### config.mk
export PLATFORM = sky130hd
export DESIGN_NAME = sos_kawasaki_metropolis_step
export DESIGN_NICKNAME = d
export VERILOG_FILES = /design/src/rtl/skms_pkg.sv /design/src/rtl/skms_ram.sv /design/src/rtl/skms_exp.sv /design/src/rtl/sos_kawasaki_metropolis_step.sv
export SDC_FILE = /design/constraint.sdc
export NUM_CORES = 2
export LEC_CHECK = 0
export ABC_AREA = 1
export BUFFER_PORTS_ARGS = -buffer_cell sky130_fd_sc_hd__buf_2
export CAP_MARGIN = 20
export CORE_MARGIN = 8
export CORE_UTILIZATION = 45
export CTS_CLUSTER_DIAMETER = 50
export DETAILED_ROUTE_END_ITERATION = 7
export PLACE_DENSITY_LB_ADDON = 0.25
export SYNTH_ARGS = -nofsm -noshare
export SYNTH_HDL_FRONTEND = slang
export SYNTH_SLANG_ARGS = --single-unit
### constraint.sdc
create_clock -name clk -period 23.6 [get_ports clk]
set_input_delay 2.36 -clock clk [delete_from_list [all_inputs] [get_ports clk]]
set_output_delay 2.36 -clock clk [all_outputs]
set_load 0.02 [all_outputs]
### src/rtl/skms_pkg.sv
// ----------------------------------------------------------------------------
// skms_pkg: shared types and constants for the SOS Kawasaki step
// Field widths, register resets and indexes, the exp(-2^-k) constant table
// and the request/status structs between the sequencer and the exp unit.
// ----------------------------------------------------------------------------
`default_nettype none

package skms_pkg;

  // ring size default
  localparam int SITES_DEFAULT = 256;

  // field widths
  localparam int SITE_W   = 8;
  localparam int DRAW_W   = 32;
  localparam int HEIGHT_W = 6;
  localparam int ENERGY_W = 14;
  localparam int DELTA_W  = 4;
  localparam int BOND_W   = 20;
  localparam int DRIVE_W  = 22;
  localparam int FIELD_W  = 22;
  localparam int LIMIT_W  = 5;
  localparam int CFG_W    = 22;
  localparam int CFG_IDX_W = 2;

  // exponent: signed Q16, integer part to 5 bits is all the exp unit takes
  localparam int EXPO_W = 26;
  localparam int FRAC_W = 16;
  localparam int INT_W  = 5;
  localparam int PROB_W = 33;   // running probability, holds 1.0 in Q32

  // register reset values
  localparam logic [BOND_W-1:0]         BOND_RESET  = 20'd28881;
  localparam logic signed [DRIVE_W-1:0] DRIVE_RESET = 22'sd115522;
  localparam logic signed [FIELD_W-1:0] FIELD_RESET = 22'sd2888;
  localparam logic [LIMIT_W-1:0]        LIMIT_RESET = 5'd25;

  // exp(-1) in Q32
  localparam logic [31:0] EXP_M1_Q32 = 32'd1580030169;

  // configuration register indexes
  typedef enum logic [CFG_IDX_W-1:0] {
    REG_BOND_WEIGHT  = 2'd0,
    REG_DRIVE_WEIGHT = 2'd1,
    REG_FIELD_WEIGHT = 2'd2,
    REG_HEIGHT_LIMIT = 2'd3
  } cfg_reg_t;

  typedef logic [31:0] exp_table_t [FRAC_W];

  // integer square root of a 64-bit value, bit-pair method
  function automatic logic [31:0] isqrt64(input logic [63:0] v);
    logic [63:0] rem;
    logic [63:0] root;
    logic [63:0] bitv;
    rem  = v;
    root = '0;
    bitv = 64'h4000_0000_0000_0000;
    for (int i = 0; i < 32; i++) begin
      if (rem >= root + bitv) begin
        rem  = rem - (root + bitv);
        root = (root >> 1) + bitv;
      end else begin
        root = root >> 1;
      end
      bitv = bitv >> 2;
    end
    return root[31:0];
  endfunction

  // entry k holds exp(-2^-(k+1)) in Q32, each the floored root of the last
  function automatic exp_table_t exp_table();
    exp_table_t  t;
    logic [31:0] c;
    c = EXP_M1_Q32;
    for (int k = 0; k < FRAC_W; k++) begin
      c    = isqrt64({c, 32'd0});
      t[k] = c;
    end
    return t;
  endfunction

  localparam exp_table_t EXP_FRAC_Q32 = exp_table();

  // sequencer to exp unit
  typedef struct packed {
    logic              go;
    logic [INT_W-1:0]  int_part;
    logic [FRAC_W-1:0] frac;
  } exp_req_t;

  // exp unit to sequencer
  typedef struct packed {
    logic done;
    logic accept;
  } exp_stat_t;

endpackage

`default_nettype wire

### src/rtl/skms_ram.sv
// ----------------------------------------------------------------------------
// skms_ram: generic single-write, single-read RAM
// One write port and one read port, read data registered.
// ----------------------------------------------------------------------------
`default_nettype none

module skms_ram #(
  parameter int WIDTH = 8,
  parameter int DEPTH = 256
) (
  input  wire logic                     clk,
  input  wire logic                     we,
  input  wire logic [$clog2(DEPTH)-1:0] waddr,
  input  wire logic [WIDTH-1:0]         wdata,
  input  wire logic [$clog2(DEPTH)-1:0] raddr,
  output logic      [WIDTH-1:0]         rdata
);

  logic [WIDTH-1:0] mem [DEPTH];

  always_ff @(posedge clk) begin
    if (we) begin
      mem[waddr] <= wdata;
    end
    rdata <= mem[raddr];
  end

endmodule

`default_nettype wire

### src/rtl/skms_exp.sv
// ----------------------------------------------------------------------------
// skms_exp: iterative Metropolis test against exp(-E)
// One shared 33x32 multiplier scales a running probability by exp(-2^-k)
// for each set fraction bit, then by exp(-1) once per integer unit.
// Stops early once the draw is no longer below the running probability.
// ----------------------------------------------------------------------------
`default_nettype none

module skms_exp
  import skms_pkg::*;
(
  input  wire logic              clk,
  input  wire logic              rst_n,
  input  wire exp_req_t          req,
  input  wire logic [DRAW_W-1:0] draw,
  output exp_stat_t              stat
);

  typedef enum logic [1:0] {
    EX_IDLE,
    EX_FRAC,
    EX_INT,
    EX_DONE
  } ex_state_t;

  localparam logic [3:0]        K_LAST  = 4'(FRAC_W - 1);
  localparam logic [PROB_W-1:0] P_ONE   = PROB_W'(64'h1_0000_0000);
  localparam logic [INT_W-1:0]  N_LAST  = INT_W'(1);

  ex_state_t          state_r;
  logic [3:0]         k_r;
  logic [INT_W-1:0]   n_r;
  logic [FRAC_W-1:0]  frac_r;
  logic [DRAW_W-1:0]  draw_r;
  logic [PROB_W-1:0]  p_r;
  exp_stat_t          stat_r;

  logic [31:0]        mul_b;
  logic [64:0]        prod;
  logic [PROB_W-1:0]  p_nxt;
  logic               live;

  // shared multiplier: fraction constant or exp(-1)
  always_comb begin
    mul_b = (state_r == EX_FRAC) ? EXP_FRAC_Q32[k_r] : EXP_M1_Q32;
    prod  = {32'd0, p_r} * {33'd0, mul_b};
    p_nxt = prod[64:32];
    live  = {1'b0, draw_r} < p_r;
  end

  // sequencer
  always_ff @(posedge clk) begin
    if (!rst_n) begin
      state_r <= EX_IDLE;
      stat_r  <= '0;
    end else begin
      stat_r <= '0;
      unique case (state_r)
        EX_IDLE: begin
          if (req.go) begin
            p_r     <= P_ONE;
            k_r     <= '0;
            n_r     <= req.int_part;
            frac_r  <= req.frac;
            draw_r  <= draw;
            state_r <= EX_FRAC;
          end
        end
        EX_FRAC: begin
          if (!live) begin
            state_r <= EX_DONE;
          end else begin
            // bit weight 2^-(k+1) sits at frac position FRAC_W-1-k
            if (frac_r[~k_r]) begin
              p_r <= p_nxt;
            end
            k_r <= k_r + 4'd1;
            if (k_r == K_LAST) begin
              state_r <= (n_r == '0) ? EX_DONE : EX_INT;
            end
          end
        end
        EX_INT: begin
          if (!live) begin
            state_r <= EX_DONE;
          end else begin
            p_r <= p_nxt;
            n_r <= n_r - N_LAST;
            if (n_r == N_LAST) begin
              state_r <= EX_DONE;
            end
          end
        end
        EX_DONE: begin
          stat_r.done   <= 1'b1;
          stat_r.accept <= live;
          state_r       <= EX_IDLE;
        end
        default: state_r <= EX_IDLE;
      endcase
    end
  end

  assign stat = stat_r;

endmodule

`default_nettype wire

### src/rtl/sos_kawasaki_metropolis_step.sv
// ----------------------------------------------------------------------------
// sos_kawasaki_metropolis_step: Kawasaki-Metropolis move on an SOS ring
// Keeps the column heights and running bond energy; takes one proposed move
// per item and returns one result item.
// ----------------------------------------------------------------------------
// After reset the block zeroes every address of the height RAM with busy
// high; configuration writes are taken during that pass. An item is taken
// when start is high and busy is low; busy stays high until the cycle in
// which its result is strobed on out_valid for a single cycle, which the
// receiver must take as it comes. An item that needs no exponential passes
// four neighbour reads through the single RAM read port, the evaluate and
// weigh states and, if accepted, the two height writes. Otherwise it also
// waits on the shared multiplier in the exp unit, which steps through the
// fraction bits and then once per integer unit of the exponent (at most
// 31), ending early when the draw already fails part way.
// ----------------------------------------------------------------------------
`default_nettype none

module sos_kawasaki_metropolis_step
  import skms_pkg::*;
#(
  parameter int SITES = SITES_DEFAULT
) (
  input  wire logic                       clk,
  input  wire logic                       rst_n,
  // item in
  input  wire logic                       start,
  output logic                            busy,
  input  wire logic [SITE_W-1:0]          in_site,
  input  wire logic                       in_direction,
  input  wire logic [DRAW_W-1:0]          in_uniform_draw,
  // result out
  output logic                            out_valid,
  output logic                            out_accepted,
  output logic signed [DELTA_W-1:0]       out_energy_change,
  output logic [ENERGY_W-1:0]             out_bond_energy,
  // configuration
  input  wire logic                       cfg_we,
  input  wire logic [CFG_IDX_W-1:0]       cfg_index,
  input  wire logic [CFG_W-1:0]           cfg_data
);

  localparam int IW = $clog2(SITES);
  localparam logic [IW-1:0]        ADDR_LAST = IW'(SITES - 1);
  localparam logic signed [IW+1:0] SITES_S   = (IW+2)'(SITES);

  // neighbour read slots, in read order
  localparam logic [2:0] SLOT_NEAR = 3'd0;   // receiving column's outer neighbour
  localparam logic [2:0] SLOT_SITE = 3'd1;   // receiving column
  localparam logic [2:0] SLOT_PAIR = 3'd2;   // giving column
  localparam logic [2:0] SLOT_FAR  = 3'd3;   // beyond the giving column
  localparam logic [2:0] RD_END    = 3'd4;

  typedef enum logic [2:0] {
    ST_CLEAR,
    ST_IDLE,
    ST_READ,
    ST_EVAL,
    ST_WEIGH,
    ST_EXP,
    ST_WR0,
    ST_WR1
  } state_t;

  typedef logic signed [HEIGHT_W-1:0] height_t;

  // configuration registers
  logic [BOND_W-1:0]         bond_r;
  logic signed [DRIVE_W-1:0] drive_r;
  logic signed [FIELD_W-1:0] field_r;
  logic [LIMIT_W-1:0]        limit_r;

  // sequencer state and item registers
  state_t                    state_r;
  logic [IW-1:0]             clr_cnt_r;
  logic [2:0]                rd_cnt_r;
  logic [IW-1:0]             x_r;
  logic                      dir_r;
  logic [DRAW_W-1:0]         draw_r;
  height_t                   h_r [4];
  logic signed [DELTA_W-1:0] db_r;
  logic signed [1:0]         m_r;
  logic                      lim_hit_r;
  logic [ENERGY_W-1:0]       energy_r;

  logic                      out_valid_r;
  logic                      out_accepted_r;
  logic signed [DELTA_W-1:0] out_delta_r;
  logic [ENERGY_W-1:0]       out_energy_r;

  // combinational
  logic [IW-1:0]             site_idx;
  logic signed [2:0]         step_s;
  logic signed [2:0]         offset;
  logic signed [IW+1:0]      ring_sum;
  logic signed [IW+1:0]      ring_adj;
  logic [IW-1:0]             ring_addr;
  logic                      ram_we;
  logic [IW-1:0]             ram_waddr;
  logic [HEIGHT_W-1:0]       ram_wdata;
  logic [HEIGHT_W-1:0]       ram_rdata;
  logic [1:0]                slot_prev;
  logic signed [DELTA_W-1:0] db_nxt;
  logic signed [1:0]         m_nxt;
  logic                      lim_nxt;
  logic signed [EXPO_W-1:0]  expo;
  logic                      expo_pos;
  logic                      expo_big;
  logic [ENERGY_W-1:0]       energy_nxt;
  exp_req_t                  exp_req;
  exp_stat_t                 exp_stat;

  // --------------------------------------------------------------------------
  // configuration writes
  always_ff @(posedge clk) begin
    if (!rst_n) begin
      bond_r  <= BOND_RESET;
      drive_r <= DRIVE_RESET;
      field_r <= FIELD_RESET;
      limit_r <= LIMIT_RESET;
    end else if (cfg_we) begin
      unique case (cfg_reg_t'(cfg_index))
        REG_BOND_WEIGHT:  bond_r  <= cfg_data[BOND_W-1:0];
        REG_DRIVE_WEIGHT: drive_r <= signed'(cfg_data[DRIVE_W-1:0]);
        REG_FIELD_WEIGHT: field_r <= signed'(cfg_data[FIELD_W-1:0]);
        REG_HEIGHT_LIMIT: limit_r <= cfg_data[LIMIT_W-1:0];
        default: ;
      endcase
    end
  end

  // --------------------------------------------------------------------------
  // site modulo ring size: five restoring compare-subtract steps
  always_comb begin
    logic [SITE_W-1:0]    rem;
    logic [IW+SITE_W-1:0] wide;
    rem = in_site;
    for (int k = 4; k >= 0; k--) begin
      if (32'(rem) >= (SITES << k)) begin
        rem = rem - SITE_W'(SITES << k);
      end
    end
    wide     = (IW+SITE_W)'(rem);
    site_idx = wide[IW-1:0];
  end

  // --------------------------------------------------------------------------
  // ring address: current site plus a small offset, wrapped once
  assign step_s = dir_r ? 3'sd1 : -3'sd1;

  always_comb begin
    offset = 3'sd0;
    case (state_r)
      ST_READ: begin
        case (rd_cnt_r)
          SLOT_NEAR: offset = -step_s;
          SLOT_SITE: offset = 3'sd0;
          SLOT_PAIR: offset = step_s;
          default:   offset = step_s <<< 1;
        endcase
      end
      ST_WR1:  offset = step_s;
      default: offset = 3'sd0;
    endcase
    ring_sum = signed'({2'b00, x_r}) + signed'({{(IW-1){offset[2]}}, offset});
    if (ring_sum < 0) begin
      ring_adj = ring_sum + SITES_S;
    end else if (ring_sum >= SITES_S) begin
      ring_adj = ring_sum - SITES_S;
    end else begin
      ring_adj = ring_sum;
    end
    ring_addr = ring_adj[IW-1:0];
  end

  // --------------------------------------------------------------------------
  // height RAM: clearing pass, then the two writes of an accepted move
  always_comb begin
    ram_we    = 1'b0;
    ram_waddr = ring_addr;
    ram_wdata = '0;
    case (state_r)
      ST_CLEAR: begin
        ram_we    = 1'b1;
        ram_waddr = clr_cnt_r;
      end
      ST_WR0: begin
        ram_we    = 1'b1;
        ram_wdata = h_r[SLOT_SITE[1:0]] + height_t'(1);
      end
      ST_WR1: begin
        ram_we    = 1'b1;
        ram_wdata = h_r[SLOT_PAIR[1:0]] - height_t'(1);
      end
      default: ram_we = 1'b0;
    endcase
  end

  skms_ram #(
    .WIDTH (HEIGHT_W),
    .DEPTH (SITES)
  ) u_heights (
    .clk   (clk),
    .we    (ram_we),
    .waddr (ram_waddr),
    .wdata (ram_wdata),
    .raddr (ring_addr),
    .rdata (ram_rdata)
  );

  assign slot_prev = 2'(rd_cnt_r - 3'd1);

  // --------------------------------------------------------------------------
  // bond change, field step and limit test from the four heights
  function automatic logic [7:0] mag8(input logic signed [7:0] v);
    return (v < 0) ? 8'(-v) : 8'(v);
  endfunction

  always_comb begin
    logic signed [7:0] hn;
    logic signed [7:0] hx;
    logic signed [7:0] hxp;
    logic signed [7:0] hnp;
    logic signed [7:0] lim;
    logic signed [8:0] db_sum;
    logic signed [8:0] m_sum;
    hn  = {{2{h_r[SLOT_NEAR[1:0]][HEIGHT_W-1]}}, h_r[SLOT_NEAR[1:0]]};
    hx  = {{2{h_r[SLOT_SITE[1:0]][HEIGHT_W-1]}}, h_r[SLOT_SITE[1:0]]};
    hxp = {{2{h_r[SLOT_PAIR[1:0]][HEIGHT_W-1]}}, h_r[SLOT_PAIR[1:0]]};
    hnp = {{2{h_r[SLOT_FAR[1:0]][HEIGHT_W-1]}}, h_r[SLOT_FAR[1:0]]};
    lim = signed'({3'b000, limit_r});
    db_sum = signed'({1'b0, mag8(hx + 8'sd1 - hn)})
           + signed'({1'b0, mag8(hx - hxp + 8'sd2)})
           + signed'({1'b0, mag8(hxp - 8'sd1 - hnp)})
           - signed'({1'b0, mag8(hx - hn)})
           - signed'({1'b0, mag8(hx - hxp)})
           - signed'({1'b0, mag8(hxp - hnp)});
    m_sum  = signed'({1'b0, mag8(hx + 8'sd1)}) - signed'({1'b0, mag8(hx)})
           + signed'({1'b0, mag8(hxp - 8'sd1)}) - signed'({1'b0, mag8(hxp)});
    db_nxt  = db_sum[DELTA_W-1:0];
    m_nxt   = m_sum[2:1];   // sum is even, so this halves it exactly
    lim_nxt = (hx + 8'sd1 >= lim) || (hxp - 8'sd1 <= -lim);
  end

  // --------------------------------------------------------------------------
  // Metropolis exponent, Q16
  always_comb begin
    logic [2:0]               db_mag;
    logic [BOND_W+2:0]        bond_term;
    logic signed [EXPO_W-1:0] bond_s;
    logic signed [EXPO_W-1:0] drive_s;
    logic signed [EXPO_W-1:0] field_s;
    db_mag    = (db_r < 0) ? 3'(-db_r) : 3'(db_r);
    bond_term = {3'b000, bond_r} * {20'd0, db_mag};
    bond_s    = signed'(EXPO_W'(bond_term));
    drive_s   = EXPO_W'(drive_r);
    field_s   = EXPO_W'(field_r);
    expo = ((db_r < 0) ? -bond_s : bond_s)
         + (dir_r ? drive_s : -drive_s)
         + ((m_r == 2'sd1) ? field_s : (m_r == -2'sd1) ? -field_s : '0);
    expo_pos = expo > 0;
    expo_big = |expo[EXPO_W-2:FRAC_W+INT_W];
  end

  assign exp_req.go       = (state_r == ST_WEIGH) && !lim_hit_r && expo_pos && !expo_big;
  assign exp_req.int_part = expo[FRAC_W+INT_W-1:FRAC_W];
  assign exp_req.frac     = expo[FRAC_W-1:0];

  skms_exp u_exp (
    .clk   (clk),
    .rst_n (rst_n),
    .req   (exp_req),
    .draw  (draw_r),
    .stat  (exp_stat)
  );

  assign energy_nxt = energy_r + {{(ENERGY_W-DELTA_W){db_r[DELTA_W-1]}}, db_r};

  // --------------------------------------------------------------------------
  // sequencer
  always_ff @(posedge clk) begin
    if (!rst_n) begin
      state_r     <= ST_CLEAR;
      clr_cnt_r   <= '0;
      energy_r    <= '0;
      out_valid_r <= 1'b0;
    end else begin
      out_valid_r <= 1'b0;
      unique case (state_r)
        ST_CLEAR: begin
          clr_cnt_r <= clr_cnt_r + IW'(1);
          if (clr_cnt_r == ADDR_LAST) begin
            state_r <= ST_IDLE;
          end
        end
        ST_IDLE: begin
          if (start) begin
            x_r      <= site_idx;
            dir_r    <= in_direction;
            draw_r   <= in_uniform_draw;
            rd_cnt_r <= '0;
            state_r  <= ST_READ;
          end
        end
        ST_READ: begin
          if (rd_cnt_r != SLOT_NEAR) begin
            h_r[slot_prev] <= height_t'(ram_rdata);
          end
          rd_cnt_r <= rd_cnt_r + 3'd1;
          if (rd_cnt_r == RD_END) begin
            state_r <= ST_EVAL;
          end
        end
        ST_EVAL: begin
          db_r      <= db_nxt;
          m_r       <= m_nxt;
          lim_hit_r <= lim_nxt;
          state_r   <= ST_WEIGH;
        end
        ST_WEIGH: begin
          if (lim_hit_r || (expo_pos && expo_big)) begin
            out_valid_r    <= 1'b1;
            out_accepted_r <= 1'b0;
            out_delta_r    <= '0;
            out_energy_r   <= energy_r;
            state_r        <= ST_IDLE;
          end else if (!expo_pos) begin
            state_r <= ST_WR0;
          end else begin
            state_r <= ST_EXP;
          end
        end
        ST_EXP: begin
          if (exp_stat.done) begin
            if (exp_stat.accept) begin
              state_r <= ST_WR0;
            end else begin
              out_valid_r    <= 1'b1;
              out_accepted_r <= 1'b0;
              out_delta_r    <= '0;
              out_energy_r   <= energy_r;
              state_r        <= ST_IDLE;
            end
          end
        end
        ST_WR0: begin
          state_r <= ST_WR1;
        end
        ST_WR1: begin
          energy_r       <= energy_nxt;
          out_valid_r    <= 1'b1;
          out_accepted_r <= 1'b1;
          out_delta_r    <= db_r;
          out_energy_r   <= energy_nxt;
          state_r        <= ST_IDLE;
        end
        default: state_r <= ST_IDLE;
      endcase
    end
  end

  assign busy              = (state_r != ST_IDLE);
  assign out_valid         = out_valid_r;
  assign out_accepted      = out_accepted_r;
  assign out_energy_change = out_delta_r;
  assign out_bond_energy   = out_energy_r;

  // --------------------------------------------------------------------------
`ifndef SYNTHESIS
  // one strobe per item, never two in a row
  a_single_strobe: assert property (@(posedge clk) disable iff (!rst_n)
    out_valid |=> !out_valid)
    else $error("result strobe lasted more than one cycle");

  // a result only follows a cycle of work
  a_strobe_after_busy: assert property (@(posedge clk) disable iff (!rst_n)
    out_valid |-> $past(busy))
    else $error("result strobe without an item in progress");

  // a rejected move leaves the energy alone
  a_reject_clean: assert property (@(posedge clk) disable iff (!rst_n)
    out_valid && !out_accepted |-> out_energy_change == '0 && out_bond_energy == energy_r)
    else $error("rejected move reported an energy change");

  // the exp unit only answers while the sequencer waits for it
  a_exp_done_waited: assert property (@(posedge clk) disable iff (!rst_n)
    exp_stat.done |-> state_r == ST_EXP)
    else $error("exp unit finished outside its wait state");

  // leaving reset always starts the clearing pass
  a_clear_first: assert property (@(posedge clk) disable iff (!rst_n)
    !$past(rst_n) |-> state_r == ST_CLEAR && busy)
    else $error("height RAM not cleared after reset");
`endif

endmodule

`default_nettype wire
# Word level (Yosys, flattened, before mapping)
# Memories as Yosys holds them, arrays and structs flattened. A register that Yosys moved wholly into a read port is not among the register bits.
# Index checks and enable logic that the tools add are counted.
[classes] addsub=45 mul=2 magnitude_cmp=19 n_eq_ne=34 mux=79 bitwise_logic=2 reduce_logical=36
[ops] op="$mux 33" n=4
[ops] op="$mux 26" n=4
[ops] op="$pmux 33 s3" n=1
[ops] op="$mux 32" n=3
[ops] op="$mul 33x32->65" n=1
[ops] op="$add 26x26->26" n=2
[ops] op="$neg 26->26" n=2
[ops] op="$mux 4" n=11
[ops] op="$mux 14" n=3
[ops] op="$pmux 14 s3" n=1
[ops] op="$mux 3" n=13
[ops] op="$lt 7x1->1 const B" n=5
[ops] op="$lt 32x33->1" n=1
[ops] op="$gt 26x1->1 const B" n=1
[ops] op="$neg 23->26" n=1
[ops] op="$lt 8x1->1 const B" n=3
[ops] op="$mux 8" n=3
[ops] op="$neg 4->4" n=6
[ops] op="$pmux 3 s8" n=1
[ops] op="$mul 20x3->23" n=1
[ops] op="$sub 6x6->7" n=3
[ops] op="$neg 3->3" n=6
[ops] op="$add 8x1->8 const B" n=2
[ops] op="$sub 7x6->8" n=2
[ops] op="66 further kinds" n=137
[word_totals] ff_bits=259 mem_bits_rw=1560 rom_bits=512 in_bits=69 out_inout_bits=21 word_cells=246 memories=3
[memory_table] memory="u_heights.mem" depth=256 word_bits=6 read_ports=1 rd_clocked_by_memory_dff=1 write_ports=1 line_no="skms_ram.sv:19" rtl="logic [WIDTH-1:0] mem [DEPTH];"
[memory_table] memory="(name not given)" depth=16 word_bits=32 read_ports=1 rd_clocked_by_memory_dff=0 write_ports=0 line_no="skms_exp.sv:45" rtl="mul_b = (state_r == EX_FRAC) ? EXP_FRAC_Q32[k_r] : EXP_M1_Q32;"
[memory_table] memory="h_r" depth=4 word_bits=6 read_ports=4 rd_clocked_by_memory_dff=0 write_ports=1 line_no="sos_kawasaki_metropolis_step.sv:80" rtl="height_t h_r [4];"

# Logic depth before layout (Yosys ltp)
[logic_depth] ltp_word=12 depth_mapped=48 ltp_nobuf=46

# Hierarchy
# From an unflattened synthesis, not the netlist that was laid out.
[hier_totals] cells_unflattened=12349 area_unflattened_um2=118443.6
[by_module_without_submodules] module="skms_ram" instances=1 cells_per_inst=5386 area_each_um2=63151.8 seq_area_each_um2=46244.4
[by_module_without_submodules] module="skms_exp" instances=1 cells_per_inst=4675 area_each_um2=38618.3 seq_area_each_um2=2782.7
[by_module_without_submodules] module="sos_kawasaki_metropolis_step" instances=1 cells_per_inst=2288 area_each_um2=16673.5 seq_area_each_um2=4724.5

# Worst setup path after synthesis
# OpenSTA, ideal clock, no wires.
[synth_path] kind="register to register" from="reg state_r[2]" to="mem u_heights.mem[0][2] (netlist name), data pin" arrival_ns=11.027 slack_ns=10.386 path_stages_with_launch=8 period_less_slack_ns=13.214 cell_sequence="dfxtp_1 > buf_4 > inv_2 > nor2_4 > inv_2 > clkbuf_1 > clkbuf_1 > o21ai_0"
[synth_via] elab_chain_cells=2 word_cells_on_any_way=3 classes_between="eq/ne: 2; mux: 1"
[synth_rtl] item="from (decl)" line_no="sos_kawasaki_metropolis_step.sv:74" rtl="state_t state_r;"
[synth_rtl] item="from (signal assigned)" line_no="sos_kawasaki_metropolis_step.sv:283" rtl="state_r <= ST_CLEAR;"
[synth_rtl] item="from (signal assigned)" line_no="sos_kawasaki_metropolis_step.sv:293" rtl="state_r <= ST_IDLE;"
[synth_rtl] item="from (signal assigned)" line_no="sos_kawasaki_metropolis_step.sv:302" rtl="state_r <= ST_READ;"
[synth_rtl] item="$eq 3x3->1" line_no="sos_kawasaki_metropolis_step.sv:182" rtl="case (state_r)"
[synth_rtl] item="$pmux 6 s2 (*)" line_no="sos_kawasaki_metropolis_step.sv:182"
[synth_rtl] item="named net ram_wdata[2]" line_no="sos_kawasaki_metropolis_step.sv:100" rtl="logic [HEIGHT_W-1:0] ram_wdata;"
[synth_rtl] item="to (decl)" line_no="skms_ram.sv:19"
# The timed path passes the listed nets; every way through them passes the cells marked *.

# Worst setup path after layout
[layout_path] from="reg u_exp.state_r[1]" to="reg u_exp.p_r[28], data pin"
[layout_via] elab_chain_cells=6 word_cells_on_any_way=9 classes_between="mul: 1; eq/ne: 2; mux: 5; reduce/logical: 1"
[layout_rtl] item="from (decl)" line_no="skms_exp.sv:30" rtl="ex_state_t state_r;"
[layout_rtl] item="from (signal assigned)" line_no="skms_exp.sv:79" rtl="state_r <= (n_r == '0) ? EX_DONE : EX_INT;"
[layout_rtl] item="$eq 2x1->1" line_no="skms_exp.sv:45, skms_exp.sv:58"
[layout_rtl] item="$mux 32" line_no="skms_exp.sv:45"
[layout_rtl] item="$mul 33x32->65" line_no="skms_exp.sv:46" rtl="prod = {32'd0, p_r} * {33'd0, mul_b};"
[layout_rtl] item="$mux 33" line_no="skms_exp.sv:74" rtl="if (frac_r[~k_r]) begin"
[layout_rtl] item="$mux 33" line_no="skms_exp.sv:70" rtl="if (!live) begin"
[layout_rtl] item="$pmux 33 s3 (*)" line_no="skms_exp.sv:58" rtl="unique case (state_r)"
[layout_rtl] item="to (signal assigned)" line_no="skms_exp.sv:75" rtl="p_r <= p_nxt;"
[layout_rtl] item="to (signal assigned)" line_no="skms_exp.sv:87" rtl="p_r <= p_nxt;"
[layout_rtl] item="to (decl)" line_no="skms_exp.sv:35" rtl="logic [PROB_W-1:0] p_r;"
# Mark *: on every way between the ends. The rest lies on a longest branch, timed or not. The select of a mux whose other input is x is not followed.
# A chain may end at the register's enable or synchronous reset.

==> metrics.md <==
| Metric | Value |
|---|---|
| Crit path buffers/inverters | `10` |
| Crit start category | `register` |
| Die width | `524 um` |
| Synth Warn # | `0` |
| Number of fill cells | `23012` |
| Inst Count DP | `13986` |
| CP required | `24.19 ns` |
| Slowest CP cell | `nand2_1` |
| # nets final | `12338` |
| Status | `finished clean` |
| Post-synthesis async set-or-reset flop share | `0%` |
| 1st-iter DRT viols | `8084` |
| Routed vias/inst | `5.67` |
| Worst Reg2Reg Path Length in Cells | `32` |
| Worst r2r src | `u_exp.state_r[1]` |
| Synth cell types | `64` |
| Post-Route WL | `343 mm` |
| Root Driver | `clkbuf_16` |
| HPWL Detailed | `232 mm` |
| FF-to-FF End | `u_exp.p_r[28]` |
| Minimum clock period | `9.99 ns` |
| CTS Buffer Depth | `4` |
| Vias post-DR | `81572` |
| Max incr delay on CP | `0.86 ns` |
| Hold Crit Depth | `0` |
| Rows | `186` |
| Die height | `524 um` |
| Per-cell routed wire length | `23.8 um` |
| Most frequent cell after synthesis | `edfxtp_1` |
| Die area | `274000 sq um` |
| Area grow syn2layout | `9.61%` |
| Clock latency on the worst-skew pair | `0.91 ns` |
| Core area | `257000 sq um` |
| Total CTS buffers | `218` |
| Global placer's final weighted congestion | `0.977` |
| CP Max Fanout | `20` |
| Actual slew at the worst max-slew pin | `1.26 ns` |
| Detailed Routing Iterations Pass 1 | `8` |
| Num ports | `90` |
| Crit path from | `u_exp.state_r[1]` |
| Layout Cells excl Fill | `14390` |
| Worst Hold End | `u_exp.draw_r[24]` |
| Mapped Avg Cell Area | `10.6 sq um` |
| Kind of critical path | `register to register` |
| Worst setup EP type | `register` |
| CTS tree | `done` |
| Sequential share of the synthesized area | `46.3%` |
| Syn_nets | `12444` |
| Vias in the first global route | `82922` |
| H-tree lvl count | `4` |
| CTS Sinks | `1825` |
| Post-CTS setup buffers | `0` |
| Largest net degree at the start of global routing | `263` |
| Final Util | `49.6%` |
| Synth top area cells | `edfxtp_1, fa_1, nand2_1` |
| Yosys top cell area share | `44.5%` |
| Initial Utilization | `45.2%` |
| First-pass GRT wire length | `516 mm` |
| Fin Clk Skew | `0.125 ns` |
| Maxcap violations | `0` |
| Period utilization | `42.3%` |
| Mapped Area | `116000 sq um` |
| Worst hold path startpoint | `draw_r[24]` |
| PostCTS Resize Cnt | `0` |
| Remaining DRCs | `0` |
| Largest area contributor in the netlist | `edfxtp_1` |
| Hold Path Class | `register to register` |
| Crit path DAT | `10.58 ns` |
| Final Setup Violations | `0` |
| R2R Setup Slk | `13.61 ns` |
| CP delay by family, top | `adder cells` |
| Setup tns final | `0 ns` |
| Proportion of layout cells with a drive suffix above 1 | `5.98%` |
| Cts hold-fix bufs | `0` |
| Achievable Freq | `100 MHz` |
| Main synth FF type | `edfxtp_1` |
| IO buf count | `89` |
| Commonest cells in the netlist | `edfxtp_1, nand2_1, inv_1` |
| Synth Register Bits | `1825` |
| Grt ovf | `0` |
| Unrepaired setup endpoints after global routing | `false` |
| Pins Over Slew Limit | `0` |
| Mapped Cells | `10930` |
| Final hold violation count | `0` |
| Initial antenna violation count | `6` |
| Post-route ant nets | `0` |
| Worst-path clk slew | `0.06 ns` |
| Crit-path most repeated cell | `inv_1` |
| Total Routing Usage GR | `24.6%` |
| Slew margin rel. | `15.7%` |
| Post-synth EDFFs | `1720` |
cells by family after synthesis:
| family | after synthesis | synth area share [%] |
|---|---|---|
| flops | 1825 | 46.3 |
| buf+inv | 2215 | 7.31 |
| simple gates | 3370 | 11.6 |
| fa+ha+maj | 1445 | 22.0 |
| mux | 385 | 3.32 |
| xor+xnor | 128 | 0.995 |
| compound gates | 1562 | 8.49 |
sequential cells by signal (all words and copies together), names as in the netlist, 5 cells and up:
| name | cells |
|---|---|
| bond_r | 20 |
| clr_cnt_r | 8 |
| draw_r | 32 |
| drive_r | 22 |
| energy_r | 14 |
| field_r | 22 |
| h_r | 24 |
| limit_r | 5 |
| out_bond_energy | 14 |
| u_exp.draw_r | 32 |
| u_exp.frac_r | 16 |
| u_exp.n_r | 5 |
| u_exp.p_r | 33 |
| u_heights.mem | 1536 |
| u_heights.rdata | 6 |
| x_r | 8 |
cell usage in the layout, fill, tap and decap left out, types with 63 or more instances in the layout:
master / Yosys / routed
a21oi_1: 293 / 292
a31oi_1: 103 / 103
buf_2: 78 / 90
buf_4: 2 / 133
clkbuf_16: 0 / 219
dfxtp_1: 105 / 105
edfxtp_1: 1720 / 1720
fa_1: 990 / 989
ha_1: 455 / 453
inv_1: 1635 / 1632
mux2i_1: 385 / 385
nand2_1: 1677 / 1675
nand3_1: 276 / 276
nor2_1: 1250 / 1243
nor3_1: 65 / 63
o21ai_0: 619 / 615
o221ai_1: 386 / 386
xor2_1: 88 / 85
per-stage QoR:
step | instance area, sq um | hold WS [ns] | setup slack (ns)
after floorplan | 116000 | 0.400 | 10.39
after global placement | 120000 | 0.403 | 13.76
after detailed placement | 120000 | 0.405 | 13.82
after CTS | 127000 | 0.415 | 13.81
after global routing | 127000 | 0.430 | 13.13
final | 127000 | 0.414 | 13.61
worst max path at each step:
| stage | slack [ns] | end | depth (start not counted) |
|---|---|---|---|
| 5_1_grt | 13.13 | u_exp.p_r[1] | 31 |
| 3_3_place_gp | 13.76 | u_exp.p_r[28] | 32 |
| 4_1_cts | 13.81 | u_exp.p_r[1] | 31 |
| 3_5_place_dp | 13.82 | u_exp.p_r[28] | 30 |
| 6_report | 13.61 | u_exp.p_r[28] | 32 |
| 2_1_floorplan | 10.39 | u_heights.mem[0][2] | 7 |
cell type report:
class | instances | area [sq um] | share of cell area [%]
multi-input cells | 6890 | 54000 | 42.5
flip-flops and latches | 1825 | 53800 | 42.3
inverters | 1653 | 6220 | 4.89
clock buffers | 249 | 5590 | 4.40
well taps | 3384 | 4230 | 3.33
repair buffers | 236 | 1700 | 1.34
clock inverters | 148 | 1680 | 1.32
diodes | 5 | 12.5 | 0.00984
per-layer routing:
metal | part of all wire (%) | track usage (%) | vias to the layer above
met4 | 5.7 | 12.1 | 4
met1 | 40 | 31.7 | 40918
met3 | 7.5 | 3.97 | 793
met5 | 0.0082 | 0 | -
li1 | - | - | 36330
met2 | 47 | 40.6 | 3527
Power is not shown: default switching activity piles up to over one toggle a cycle in this logic, so the estimate is an artifact.
